## config.mk

```make
export PLATFORM = sky130hd
export DESIGN_NAME = sliding_median_filter
export DESIGN_NICKNAME = d
export VERILOG_FILES = /design/src/smf_pkg.sv /design/src/smf_cell.sv /design/src/sliding_median_filter.sv
export SDC_FILE = /design/constraint.sdc
export NUM_CORES = 1
export LEC_CHECK = 0
export ABC_AREA = 0
export CAP_MARGIN = 40
export CORE_ASPECT_RATIO = 1.4
export CORE_UTILIZATION = 55
export CTS_BUF_LIST = sky130_fd_sc_hd__clkbuf_16
export DETAILED_ROUTE_END_ITERATION = 7
export DONT_BUFFER_PORTS = 1
export PLACE_DENSITY = 0.78
export SLEW_MARGIN = 5
export SYNTH_ARGS = -nofsm -noshare
export SYNTH_HDL_FRONTEND = slang
export SYNTH_SLANG_ARGS = --single-unit
```

## constraint.sdc

```tcl
create_clock -name aclk -period 3.4 [get_ports aclk]
set_clock_uncertainty 0.2 [all_clocks]
set_input_delay 0.17 -clock aclk [delete_from_list [all_inputs] [get_ports aclk]]
set_output_delay 0.17 -clock aclk [all_outputs]
set_load 0.05 [all_outputs]
```

## src/smf_pkg.sv

```systemverilog
// ----------------------------------------------------------------------------
// smf_pkg: shared types for the sliding median filter
// Sample type, the link bundle passed between neighboring sort cells,
// and the boundary links at both ends of the cell row.
// ----------------------------------------------------------------------------
package smf_pkg;

    localparam int SAMPLE_W = 24;
    localparam int SLOT_W   = 5;

    typedef logic signed [SAMPLE_W-1:0] sample_t;
    typedef logic [SLOT_W-1:0]          slot_t;

    typedef struct packed {
        sample_t value;
        slot_t   slot;
        logic    le;
    } smf_link_t;

    // below the lowest cell: an element that is always <= the new sample
    localparam smf_link_t LINK_BOTTOM = '{value: '0, slot: '0, le: 1'b1};
    // above the highest cell: an element that is never <= the new sample
    localparam smf_link_t LINK_TOP    = '{value: '0, slot: '0, le: 1'b0};

endpackage

```

## src/smf_cell.sv

```systemverilog
// ----------------------------------------------------------------------------
// smf_cell: one cell of the sorted sample row
// Holds one sample and its ring slot. A push drops the entry at the write
// pointer and inserts the new sample in sorted place; a clear zeroes values.
// ----------------------------------------------------------------------------
module smf_cell
    import smf_pkg::*;
#(
    parameter int RESET_SLOT = 0
) (
    input  logic      aclk,
    input  logic      aresetn,
    input  logic      update,
    input  logic      clear_window,
    input  sample_t   sample,
    input  slot_t     write_slot,
    input  smf_link_t lower,
    input  smf_link_t upper,
    input  logic      above_in,
    output smf_link_t link,
    output logic      above_out
);

    sample_t value_reg;
    sample_t value_next;
    slot_t   slot_reg;
    slot_t   slot_next;
    logic    del;
    logic    le_self;
    logic    le_prev_c;
    logic    le_self_c;
    logic    take_sample;

    assign le_self   = ($signed(value_reg) <= $signed(sample));
    assign del       = (slot_reg == write_slot);
    assign above_out = above_in | del;

    assign link.value = value_reg;
    assign link.slot  = slot_reg;
    assign link.le    = le_self;

    // compare flags of the row with the dropped entry squeezed out
    assign le_prev_c   = above_in  ? le_self  : lower.le;
    assign le_self_c   = above_out ? upper.le : le_self;
    assign take_sample = le_prev_c & ~le_self_c;

    always_comb begin
        value_next = value_reg;
        slot_next  = slot_reg;
        if (clear_window) begin
            value_next = '0;
        end else if (le_self_c) begin
            value_next = above_out ? upper.value : value_reg;
            slot_next  = above_out ? upper.slot  : slot_reg;
        end else if (take_sample) begin
            value_next = sample;
            slot_next  = write_slot;
        end else begin
            value_next = above_in ? value_reg : lower.value;
            slot_next  = above_in ? slot_reg  : lower.slot;
        end
    end

    always_ff @(posedge aclk) begin
        if (!aresetn) begin
            value_reg <= '0;
            slot_reg  <= SLOT_W'(RESET_SLOT);
        end else if (update) begin
            value_reg <= value_next;
            slot_reg  <= slot_next;
        end
    end

endmodule

```

## src/sliding_median_filter.sv

```systemverilog
// ----------------------------------------------------------------------------
// sliding_median_filter: running median over a window of altitude samples
// Input channel s_*: s_clear_window zeroes the window, else s_sample
// (signed, 8 fraction bits) replaces the oldest window entry.
// Result channel m_*: one m_median per input transaction, the element at
// sorted index WINDOW/2 of the window after the update.
// The window is a row of WINDOW cells kept in ascending order; each
// transaction that is not a clear drops the oldest entry and inserts the
// new sample, so the median sits in a fixed cell.
// Latency: the result is valid the cycle after the input transaction.
// Throughput: one transaction per cycle while m_ready is high.
// Stall: while a result waits with m_ready low, s_ready is low and the
// window holds; nothing is lost or repeated.
// Reset: the window is all zero, the write pointer is zero and no result
// is pending. Reset is synchronous and active low.
// ----------------------------------------------------------------------------
module sliding_median_filter
    import smf_pkg::*;
#(
    parameter int WINDOW = 5
) (
    input  logic    aclk,
    input  logic    aresetn,
    input  logic    s_valid,
    output logic    s_ready,
    input  logic    s_clear_window,
    input  sample_t s_sample,
    output logic    m_valid,
    input  logic    m_ready,
    output sample_t m_median
);

    smf_link_t links [WINDOW];
    logic      above [WINDOW+1];
    slot_t     wp_reg;
    slot_t     wp_next;
    logic      m_valid_reg;
    logic      m_valid_next;
    logic      accept;

    assign s_ready = ~m_valid_reg | m_ready;
    assign accept  = s_valid & s_ready;
    assign above[0] = 1'b0;

    genvar i;
    generate
        for (i = 0; i < WINDOW; i++) begin : g_cell
            smf_link_t lower_link;
            smf_link_t upper_link;
            if (i == 0) begin : g_lo_end
                assign lower_link = LINK_BOTTOM;
            end else begin : g_lo
                assign lower_link = links[i-1];
            end
            if (i == WINDOW - 1) begin : g_hi_end
                assign upper_link = LINK_TOP;
            end else begin : g_hi
                assign upper_link = links[i+1];
            end
            smf_cell #(
                .RESET_SLOT(i)
            ) u_cell (
                .aclk         (aclk),
                .aresetn      (aresetn),
                .update       (accept),
                .clear_window (s_clear_window),
                .sample       (s_sample),
                .write_slot   (wp_reg),
                .lower        (lower_link),
                .upper        (upper_link),
                .above_in     (above[i]),
                .link         (links[i]),
                .above_out    (above[i+1])
            );
        end
    endgenerate

    always_comb begin
        wp_next = wp_reg;
        if (accept && !s_clear_window) begin
            wp_next = (wp_reg == SLOT_W'(WINDOW - 1)) ? '0 : wp_reg + 1'b1;
        end
    end

    always_comb begin
        m_valid_next = m_valid_reg;
        if (accept) begin
            m_valid_next = 1'b1;
        end else if (m_ready) begin
            m_valid_next = 1'b0;
        end
    end

    always_ff @(posedge aclk) begin
        if (!aresetn) begin
            wp_reg      <= '0;
            m_valid_reg <= 1'b0;
        end else begin
            wp_reg      <= wp_next;
            m_valid_reg <= m_valid_next;
        end
    end

    assign m_valid  = m_valid_reg;
    assign m_median = links[WINDOW/2].value;

endmodule

```

# [Word-level counts from Yosys, hierarchy flattened]
# Cells that the tools add are included.
[op_classes] eq_ne=8 reduce_logical=6 n_addsub=1 bitwise_logic=16 n_lt_le_gt_ge=5 mux=41
[op_table] cell="$mux W24" count=19
[op_table] cell="$le A24 B24 Y1" count=5
[op_table] cell="$mux W5" count=15
[op_table] cell="$eq A5 B5 Y1" count=5
[op_table] cell="$mux W1" count=7
[op_table] cell="$not A1 Y1" count=6
[op_table] cell="$add A5 B1 Y5 const B" count=1
[op_table] cell="$and A1 B1 Y1" count=5
[op_table] cell="$eq A5 B3 Y1 const B" count=1
[op_table] cell="$or A1 B1 Y1" count=5
[op_table] cell="$reduce_and A2 Y1" count=2
[op_table] cell="$ne A3 B2 Y1 const B" count=1
[op_table] cell="$reduce_and A3 Y1" count=1
[op_table] cell="$ne A2 B1 Y1 const B" count=1
[op_table] cell="$reduce_bool A2 Y1" count=1
[op_table] cell="$logic_and A1 B1 Y1" count=1
[op_table] cell="$logic_not A1 Y1" count=1
[totals] out_inout_bits=26 reg_bits=151 input_bits=29 word_cells=89

# [Longest topological paths before layout]
# Gate-level depths: netlist of the first run.
[logic_depth] word_depth=11 ltp_mapped=14 mapped_depth_nobuf=11

# [Modules after synthesis]
# Synthesis of the first run repeated with hierarchy kept, for this count alone.
[unflattened] cells_unflattened=1654 hier_area_um2=13648.1
[modules_own_cells] mod="smf_cell at g_cell[1].u_cell ..." seq_area_each_um2=580.6 cells_each=327 area_each_um2=2596.2 instances=2
[modules_own_cells] mod="smf_cell at g_cell[3].u_cell" seq_area_each_um2=580.6 cells_each=325 area_each_um2=2816.5 instances=1
[modules_own_cells] mod="smf_cell at g_cell[4].u_cell" seq_area_each_um2=580.6 cells_each=323 area_each_um2=2730.1 instances=1
[modules_own_cells] mod="smf_cell at g_cell[0].u_cell" seq_area_each_um2=580.6 cells_each=314 area_each_um2=2563.7 instances=1
[modules_own_cells] mod="sliding_median_filter" seq_area_each_um2=120.1 cells_each=38 area_each_um2=345.3 instances=1

# [Least setup slack after synthesis of the first run]
# OpenSTA, ideal clock, no wires.
[synth_timing] path_kind="register to register" startpoint="register g_cell[2].u_cell.value_reg[1]" endpoint="register g_cell[2].u_cell.slot_reg[2]" t_arrival_ns=2.599 required_ns=3.072 stages_incl_launch_ff=13 path_slack_ns=0.474 cell_sequence="dfxtp_1 -> ha_1 -> nor2b_1 -> o211ai_1 -> a21oi_1 -> o31a_1 -> or3_1 -> a22oi_2 -> o2bb2ai_2 -> buf_6 -> buf_8 -> mux2i_1 -> o221ai_2"
[synth_via] elab_chain_cells=6 elab_cells_between_ends=7 classes_between="order compare (1); mux (4); bitwise (2)"
[synth_lines] element="from (decl)" line="smf_cell.sv:24" source="sample_t value_reg;"
[synth_lines] element="from (signal assigned)" line="smf_cell.sv:69" source="value_reg <= value_next;"
[synth_lines] element="$le A24 B24 Y1 (*)" line="smf_cell.sv:34" source="assign le_self = ($signed(value_reg) <= $signed(sample));"
[synth_lines] element="$mux W1" line="smf_cell.sv:44" source="assign le_self_c = above_out ? upper.le : le_self;"
[synth_lines] element="$not A1 Y1" line="smf_cell.sv:45" source="assign take_sample = le_prev_c & ~le_self_c;"
[synth_lines] element="$and A1 B1 Y1" line="smf_cell.sv:45"
[synth_lines] element="$mux W5" line="smf_cell.sv:55" source="end else if (take_sample) begin"
[synth_lines] element="$mux W5 (*)" line="smf_cell.sv:52" source="end else if (le_self_c) begin"
[synth_lines] element="to (signal assigned)" line="smf_cell.sv:67" source="slot_reg <= SLOT_W'(RESET_SLOT);"
[synth_lines] element="to (signal assigned)" line="smf_cell.sv:70" source="slot_reg <= slot_next;"
[synth_lines] element="to (decl)" line="smf_cell.sv:26" source="slot_t slot_reg;"
# Every way passes the cells marked *; elsewhere a longest branch is shown, timed or not.
# A chain may end at the register's enable or synchronous reset.

# [Worst setup path in the final report of the first run]
[layout_timing] startpoint="register g_cell[1].u_cell.value_reg[23]" endpoint="register g_cell[1].u_cell.value_reg[23]"
[layout_via] elab_chain_cells=7 elab_cells_between_ends=10 classes_between="order compare (1); mux (7); bitwise (2)"
[layout_lines] element="from (decl)" line="smf_cell.sv:24"
[layout_lines] element="from (signal assigned)" line="smf_cell.sv:69"
[layout_lines] element="$le A24 B24 Y1" line="smf_cell.sv:34"
[layout_lines] element="$mux W1" line="smf_cell.sv:44"
[layout_lines] element="$not A1 Y1" line="smf_cell.sv:45"
[layout_lines] element="$and A1 B1 Y1" line="smf_cell.sv:45"
[layout_lines] element="$mux W24" line="smf_cell.sv:55"
[layout_lines] element="$mux W24 (*)" line="smf_cell.sv:52"
[layout_lines] element="$mux W24 (*)" line="smf_cell.sv:50" source="if (clear_window) begin"
# Marked as above.

==> run summary, run 1 <==
PWR
--------------------------------------------------------------------------------------
Switching power                                                                3130 uW
Switching fraction of total power                                                40.8%
Proportion of power drawn by flip-flops and latches                              27.4%
Maximum resistive drop on vdd                                               0.000481 V
Cell internal pwr                                                              4540 uW
Leak Pwr                                                                    0.00588 uW
Power share of the clock group                                                   25.6%
Power per Cell Area                                                         573 nW/um2
Comb pwr share                                                                   47.0%
Power Total                                                                    7680 uW

TIMING
--------------------------------------------------------------------------------------
Final setup viols                                                                    2
Slew Viols, Final                                                                    0
Worst path setup slack after routing                                          -31.8 ps
Final-report hold violation count                                                    0
Accumulated negative setup slack                                              -32.8 ps
Maximum operating frequency                                                    291 MHz
Worst Tran Pin Value                                                            864 ps
Relative slew slack                                                              42.2%
Post-route minimum period                                                      3430 ps
RSZ-0062 raised after global routing                                              true
Final critical-path share of the clock period                                     101%

OUTCOME
--------------------------------------------------------------------------------------
Run status                                                                finished with violations
Violations in the final reports                                           negative setup slack

SETUP PATH
--------------------------------------------------------------------------------------
Maximum fanout count along the critical path                                         6
Worst EP required                                                              3510 ps
Nature of the critical path startpoint                                            flop
Slowest stage cell on the critical path                                          or3_4
Worst-case reg-to-reg path depth                                                    13
WS Path Type                                                              flop to flop
Category of the worst setup path capture point                                    flop
CP Cell Sequence                                                          ha_4 -> and3_4 -> nand4_1 -> or3_4 -> a21oi_4 -> nor3_2 -> xnor2_1 -> buf_4 -> or2_4 -> a21oi_4 -> buf_12 -> buf_12 -> o221ai_1
Arrival time of data at the critical path endpoint                             3540 ps
CP max stage delay                                                              520 ps

FLOORPLANNING
--------------------------------------------------------------------------------------
Row count                                                                           61
Boundary pin count                                                                  55
Starting utilization of the core area                                            56.7%
Die footprint                                                                21300 um2
Die H                                                                           172 um
Horizontal extent of the die                                                    124 um
Core ar.                                                                     20100 um2

MIN PATH
--------------------------------------------------------------------------------------
Worst min path class                                                      input port to flop
Worst hold path cell count                                                           4

LOGIC SYNTHESIS
--------------------------------------------------------------------------------------
Sequential cell area fraction in the yosys report                                26.6%
Cell taking the most area after synthesis                                      dfxtp_1
Post-synth EDFFs                                                                     0
Count of state elements after synthesis                                            151
Top-area cell type share of the netlist area                                     26.6%
Synth warn                                                                           0
Number of distinct standard cells referenced by the synthesized netlist             65
Summed instance area of the synthesized netlist                              11400 um2
Dominant register cell in the synthesized netlist                              dfxtp_1
Net Count, Synth                                                                  1500
Syn Inst Count                                                                    1349
Mean post-synth cell area                                                     8.43 um2
Leading post-synthesis cells by cell area                                 dfxtp_1 (27%), ha_1 (13%), mux2i_1 (12%)
Fraction of synthesis flops using an asynchronous set or reset pin                  0%

ROUTING
--------------------------------------------------------------------------------------
Total number of vias                                                             11300
Number of optimization iterations in the first detailed-route pass                   5
Drt first-iter violations                                                         1131
Number of vias per cell after detailed routing                                    6.73
Wirelength, routed                                                            39300 um
Residual antenna-violating net count after detailed routing                          0
Detailed-route wire length per cell                                            23.5 um
Number of remaining DRC errors                                                       0

LAYOUT
--------------------------------------------------------------------------------------
Layout Area Growth over Synthesis                                                17.8%
Sequential cell area                                                          3030 um2
Nets                                                                              1558
Flip-flop count of the largest register after layout                               120
Leading cell types in the layout, fill and taps excluded                  nand2_1 (193), dfxtp_1 (148), mux2i_1 (138)
Final instance count without filler cells                                         1672
Filler Cell Count                                                                 1539
Utilization after layout                                                         66.7%
Antenna diode count                                                                  0
Layout cells sized above 1                                                       15.3%
Area of combinational cells with multiple inputs                              7720 um2
Commonest non-fill, non-tap cell in the layout                                 nand2_1

CLOCK TREE
--------------------------------------------------------------------------------------
Worst skew pair latency                                                         460 ps
CTS HTree Levels                                                                     4
Max Buffers Root-to-Sink                                                             2
TritonCTS clock tree                                                              done
Worst-path clk slew                                                              60 ps
Clock Sinks                                                                        151
CTS Buf Count                                                                       17
Cell chosen for the clock root                                               clkbuf_16

PLACEMENT
--------------------------------------------------------------------------------------
Worst slack, placed                                                            -180 ps
Placer's final routability congestion estimate                                   0.972
Detail Placement HPWL                                                         25400 um
Dpl cells                                                                         1591
Number of port buffers                                                               0

GRT
--------------------------------------------------------------------------------------
Pin count of the biggest net entering global routing                                61
First-pass GRT wire length                                                    58700 um
Antenna violations before repair                                                     0
Gr usage total                                                                   36.5%
Number of global-route vias before repair                                        11000
Aggregate global routing overflow                                                    0

FLOW RUN
--------------------------------------------------------------------------------------
Number of max-cap violations                                                         0

-- logic make-up (layout without fill, tap and decap cells) --
logic type	Yosys count	count (layout)	synth area share (%)
AOI/OAI and AO/OA	380	380	23.4
xor gates and xnor gates	31	31	2.45
adders and majority gates	122	122	13.4
buffers and inverters	173	244	7.62
DFF	151	151	26.6
muxes	143	143	12.6
and+or+nand+nor	349	349	14.0
-- synth_stat cells (7+ instances only) --
| library cell | n |
|---|---|
| nand2_1 | 195 |
| dfxtp_1 | 151 |
| mux2i_1 | 142 |
| ha_1 | 122 |
| o21ai_0 | 119 |
| o221ai_1 | 70 |
| inv_1 | 65 |
| a21oi_1 | 59 |
| clkbuf_1 | 40 |
| nor3_1 | 34 |
| buf_4 | 32 |
| a21o_1 | 31 |
| nor2_1 | 29 |
| buf_2 | 27 |
| a22o_1 | 25 |
| nand3_1 | 22 |
| nand4_1 | 22 |
| xnor2_1 | 19 |
| xor2_1 | 11 |
| o221ai_2 | 10 |
| and3_1 | 9 |
| o221a_2 | 9 |
| o21ai_1 | 8 |
| a31oi_1 | 7 |
| buf_6 | 7 |
| nand2b_1 | 7 |
| o211ai_1 | 7 |
-- layer usage --
layer | vias to the layer above | wire length, um | global-route usage, %
met2 | 689 | 18700 | 60.6
met3 | 213 | 3640 | 8.05
met5 | - | 0 | 0
met4 | 0 | 2690 | 25.8
met1 | 5248 | 14200 | 41.1
li1 | 5101 | - | -
-- power by group through the flow --
stage	Combinational, uW	Sequential (uW)	Clock [uW]
floorplan	2310	2090	0
global placement	3120	2120	0
detailed placement	3190	2130	0
CTS	3260	2090	1950
global route	3790	2120	2030
finish	3610	2100	1960
-- critical path, delay by kind of cell, from the launching register on --
kind | cells | cell delay, ps
adders and majority gates | 1 | 270
and+or+nand+nor | 5 | 1300
DFF | 1 | 350
buffers and inverters | 3 | 460
AOI/OAI and AO/OA | 3 | 540
xor gates and xnor gates | 1 | 160
-- area by class of cell --
type                    instances  share of cell area, %
clock buffers                  17                   3.18
clock inverters                15                   1.20
inverters                      65                   1.82
multi-input cells            1025                   57.6
flip-flops and latches        151                   22.6
well taps                     252                   2.35
repair buffers                147                   11.2
-- repair_timing --
action,CTS,global route
cloned,0,4
endpoints found under the setup margin,90,119
pin swaps,3,9
hold buffers,37,1
buffers inserted,1,7
gates resized for setup,5,56
hold endpoints to repair,139,1
-- final timing paths --
check / start / to / slack [ps]
setup reg to reg: g_cell[1].u_cell.value_reg[23]$_SDFFE_PN0P_ / g_cell[1].u_cell.value_reg[23]$_SDFFE_PN0P_ / -30
setup / recovery: g_cell[1].u_cell.value_reg[23]$_SDFFE_PN0P_ / g_cell[1].u_cell.value_reg[23]$_SDFFE_PN0P_ / -30
hold reg to reg: g_cell[0].u_cell.value_reg[13]$_SDFFE_PN0P_ / g_cell[0].u_cell.value_reg[13]$_SDFFE_PN0P_ / 270
hold / removal: s_sample[9] / g_cell[3].u_cell.value_reg[9]$_SDFFE_PN0P_ / 3
-- through the flow --
stage | instance area [um2] | hold slack (ps)
finish | 13400 | 3.20
global route | 13400 | 25.6
CTS | 13000 | 0.270
detailed placement | 12000 | 55.1
global placement | 12000 | 50.3
floorplan | 11400 | 109
Power figures use the tool's default switching activity.
==> run 2, diff against run 1 <==
==> constraint.sdc (replaced) <==
create_clock -name aclk -period 4.35 [get_ports aclk]
set_clock_uncertainty 0.2 [all_clocks]
set_input_delay 0.435 -clock aclk [delete_from_list [all_inputs] [get_ports aclk]]
set_output_delay 0.435 -clock aclk [all_outputs]
set_load 0.05 [all_outputs]
==> run 2 against run 1 <==
Net effect: the run now ends clean; wire length fell by 9.5%; sequential share of layout area up 1.7 points; core utilization down 4.7 points; register-to-register slack better by 390 ps; sequential power shrank 22%; cell area fell by 7.0%; largest cell class unchanged; largest power group unchanged.
==> run summary, run 2 (synthesis results as in run 1) <==
OUTCOME
---------------------------------------------------------------------------------
Run status                                                           complete, no violations   was finished with violations

SETUP PATH
---------------------------------------------------------------------------------
Maximum fanout count along the critical path                                   16   was 6
CP max stage delay                                                         680 ps   was 520 ps
Worst EP required                                                         4430 ps   was 3510 ps
WS Path Type                                                         flop to flop   unchanged
CP Cell Sequence                                                     ha_1 -> and3_1 -> nand4_1 -> or3_1 -> a21oi_1 -> nor3_1 -> xnor2_1 -> o2bb2ai_4 -> buf_4 -> mux2i_1 -> o221ai_1   was ha_4 -> and3_4 -> nand4_1 -> or3_4 -> a21oi_4 -> nor3_2 -> xnor2_1 -> buf_4 -> or2_4 -> a21oi_4 -> buf_12 -> buf_12 -> o221ai_1
Category of the worst setup path capture point                               flop   unchanged
Arrival time of data at the critical path endpoint                        4070 ps   was 3540 ps
Slowest stage cell on the critical path                                 o2bb2ai_4   was or3_4
Nature of the critical path startpoint                                       flop   unchanged

PWR
---------------------------------------------------------------------------------
Power Total                                                               5610 uW   was 7680 uW
Power per Cell Area                                                    450 nW/um2   was 573 nW/um2
Leak Pwr                                                               0.00547 uW   was 0.00588 uW
Maximum resistive drop on vdd                                          0.000478 V   was 0.000481 V

CLOCK TREE
---------------------------------------------------------------------------------
TritonCTS clock tree                                                         done   unchanged
Max Buffers Root-to-Sink                                                        2   unchanged
Worst skew pair latency                                                    440 ps   was 460 ps
Worst-path clk slew                                                         70 ps   was 60 ps
Cell chosen for the clock root                                          clkbuf_16   unchanged
CTS HTree Levels                                                                4   unchanged
Number of buffers inserted to repair setup after CTS                            0   was 1
Clock Sinks                                                                   151   unchanged
CTS Buf Count                                                                  17   unchanged

FLOORPLANNING
---------------------------------------------------------------------------------
Row count                                                                      61   unchanged
Core ar.                                                                20100 um2   unchanged
Starting utilization of the core area                                       56.7%   unchanged
Die H                                                                      172 um   unchanged
Boundary pin count                                                             55   unchanged
Die footprint                                                           21300 um2   unchanged
Horizontal extent of the die                                               124 um   unchanged

LAYOUT
---------------------------------------------------------------------------------
Final instance count without filler cells                                    1613   was 1672
Antenna diode count                                                             0   unchanged
Flip-flop count of the largest register after layout                          120   unchanged
Commonest non-fill, non-tap cell in the layout                            nand2_1   unchanged
Layout Area Growth over Synthesis                                           9.56%   was 17.8%
Leading cell types in the layout, fill and taps excluded             nand2_1 (195), dfxtp_1 (151), mux2i_1 (142)   was nand2_1 (193), dfxtp_1 (148), mux2i_1 (138)
Layout cells sized above 1                                                  9.85%   was 15.3%
Nets                                                                         1501   was 1558
Utilization after layout                                                    62.1%   was 66.7%

TIMING
---------------------------------------------------------------------------------
RSZ-0062 raised after global routing                                        false   was true
Relative slew slack                                                         33.1%   was 42.2%
Final-report hold violation count                                               0   unchanged
Accumulated negative setup slack                                             0 ps   was -32.8 ps
Maximum operating frequency                                               250 MHz   was 291 MHz
Worst Tran Pin Value                                                      1000 ps   was 864 ps
Slew Viols, Final                                                               0   unchanged
Post-route minimum period                                                 3990 ps   was 3430 ps
Final critical-path share of the clock period                               91.8%   was 101%
Final setup viols                                                               0   was 2

ROUTING
---------------------------------------------------------------------------------
Number of vias per cell after detailed routing                               6.70   was 6.73
Residual antenna-violating net count after detailed routing                     0   unchanged
Wirelength, routed                                                       35500 um   was 39300 um
Drt first-iter violations                                                     942   was 1131
Detailed-route wire length per cell                                       22.0 um   was 23.5 um
Number of optimization iterations in the first detailed-route pass              6   was 5
Total number of vias                                                        10800   was 11300
Number of remaining DRC errors                                                  0   unchanged

GRT
---------------------------------------------------------------------------------
First-pass GRT wire length                                               55200 um   was 58700 um
Gr usage total                                                              34.0%   was 36.5%
Number of global-route vias before repair                                   10500   was 11000
Aggregate global routing overflow                                               0   unchanged
Pin count of the biggest net entering global routing                           58   was 61
Antenna violations before repair                                                0   unchanged

PLACEMENT
---------------------------------------------------------------------------------
Dpl cells                                                                    1557   was 1591
Number of port buffers                                                          0   unchanged
Detail Placement HPWL                                                    24400 um   was 25400 um
Placer's final routability congestion estimate                              0.977   was 0.972

FLOW RUN
---------------------------------------------------------------------------------
Number of max-cap violations                                                    0   unchanged

MIN PATH
---------------------------------------------------------------------------------
Worst min path class                                                 input port to flop   unchanged

-- run 2: cell count changes in the layout (fill, tap and decap cells not counted), sizes merged --
cell	before	now
buf	106	64
dlygate4sd3	37	26
bufinv	3	4
clkinvlp	3	6
clkinv	9	3
dlymetal6s4s	1	0
clkbuf	20	17
-- run 2: repair_timing --
action,CTS,global route
resized for setup,0,0
hold buffers,26,0
endpoints found under the hold margin,60,0
-- run 2: per-stage QoR --
| step | area [um2] | hold slack, ps | setup WS, ps |
|---|---|---|---|
| final | 12500 | 11.1 | 357 |
| after detailed placement | 11600 | 268 | 245 |
| after CTS | 12500 | 1.28 | 456 |
| after global routing | 12500 | 14.5 | 218 |
| after floorplan | 11400 | 245 | 1210 |
| after global placement | 11600 | 257 | 235 |
-- run 2: area by class of cell --
cell class,count,area (um2)
fillers,1673,7610
multi-input cells,1025,7520
flip-flops and latches,151,3020
repair buffers,90,753
clock buffers,17,425
well taps,252,315
inverters,65,244
clock inverters,13,183
-- run 2: worst max-delay path: cells and delay by family (launching register included) --
kind	cells	cell delay [ps]
buffers and inverters	1	360
AOI/OAI and AO/OA	3	1090
xor gates and xnor gates	1	200
DFF	1	330
adders and majority gates	1	360
and+or+nand+nor	4	1040
muxes	1	250
-- run 2: worst paths after layout --
path / start / to / slack [ps] / cells after the start
worst max-delay path: g_cell[1].u_cell.value_reg[23]$_SDFFE_PN0P_ / g_cell[2].u_cell.value_reg[6]$_SDFFE_PN0P_ / 360 / 11
worst min-delay path: s_sample[21] / g_cell[4].u_cell.value_reg[21]$_SDFFE_PN0P_ / 10 / 2
worst max register to register: g_cell[1].u_cell.value_reg[23]$_SDFFE_PN0P_ / g_cell[2].u_cell.value_reg[6]$_SDFFE_PN0P_ / 360 / 11
worst min register to register: g_cell[0].u_cell.value_reg[12]$_SDFFE_PN0P_ / g_cell[0].u_cell.value_reg[12]$_SDFFE_PN0P_ / 280 / 2
-- run 2: where the power goes --
group | total, uW | switching, uW | internal [uW]
registers | 1640 | 133 | 1510
logic | 2380 | 1510 | 877
clock network | 1590 | 639 | 950
total | 5610 | 2280 | 3330
-- run 2: routing by layer --
metal | GRT usage (%) | vias up | wire length, um
met3 | 6.04 | 167 | 2400
met2 | 57.3 | 533 | 17200
met5 | 0 | - | 0
met1 | 38.5 | 5133 | 13700
li1 | - | 4975 | -
met4 | 24.2 | 0 | 2240
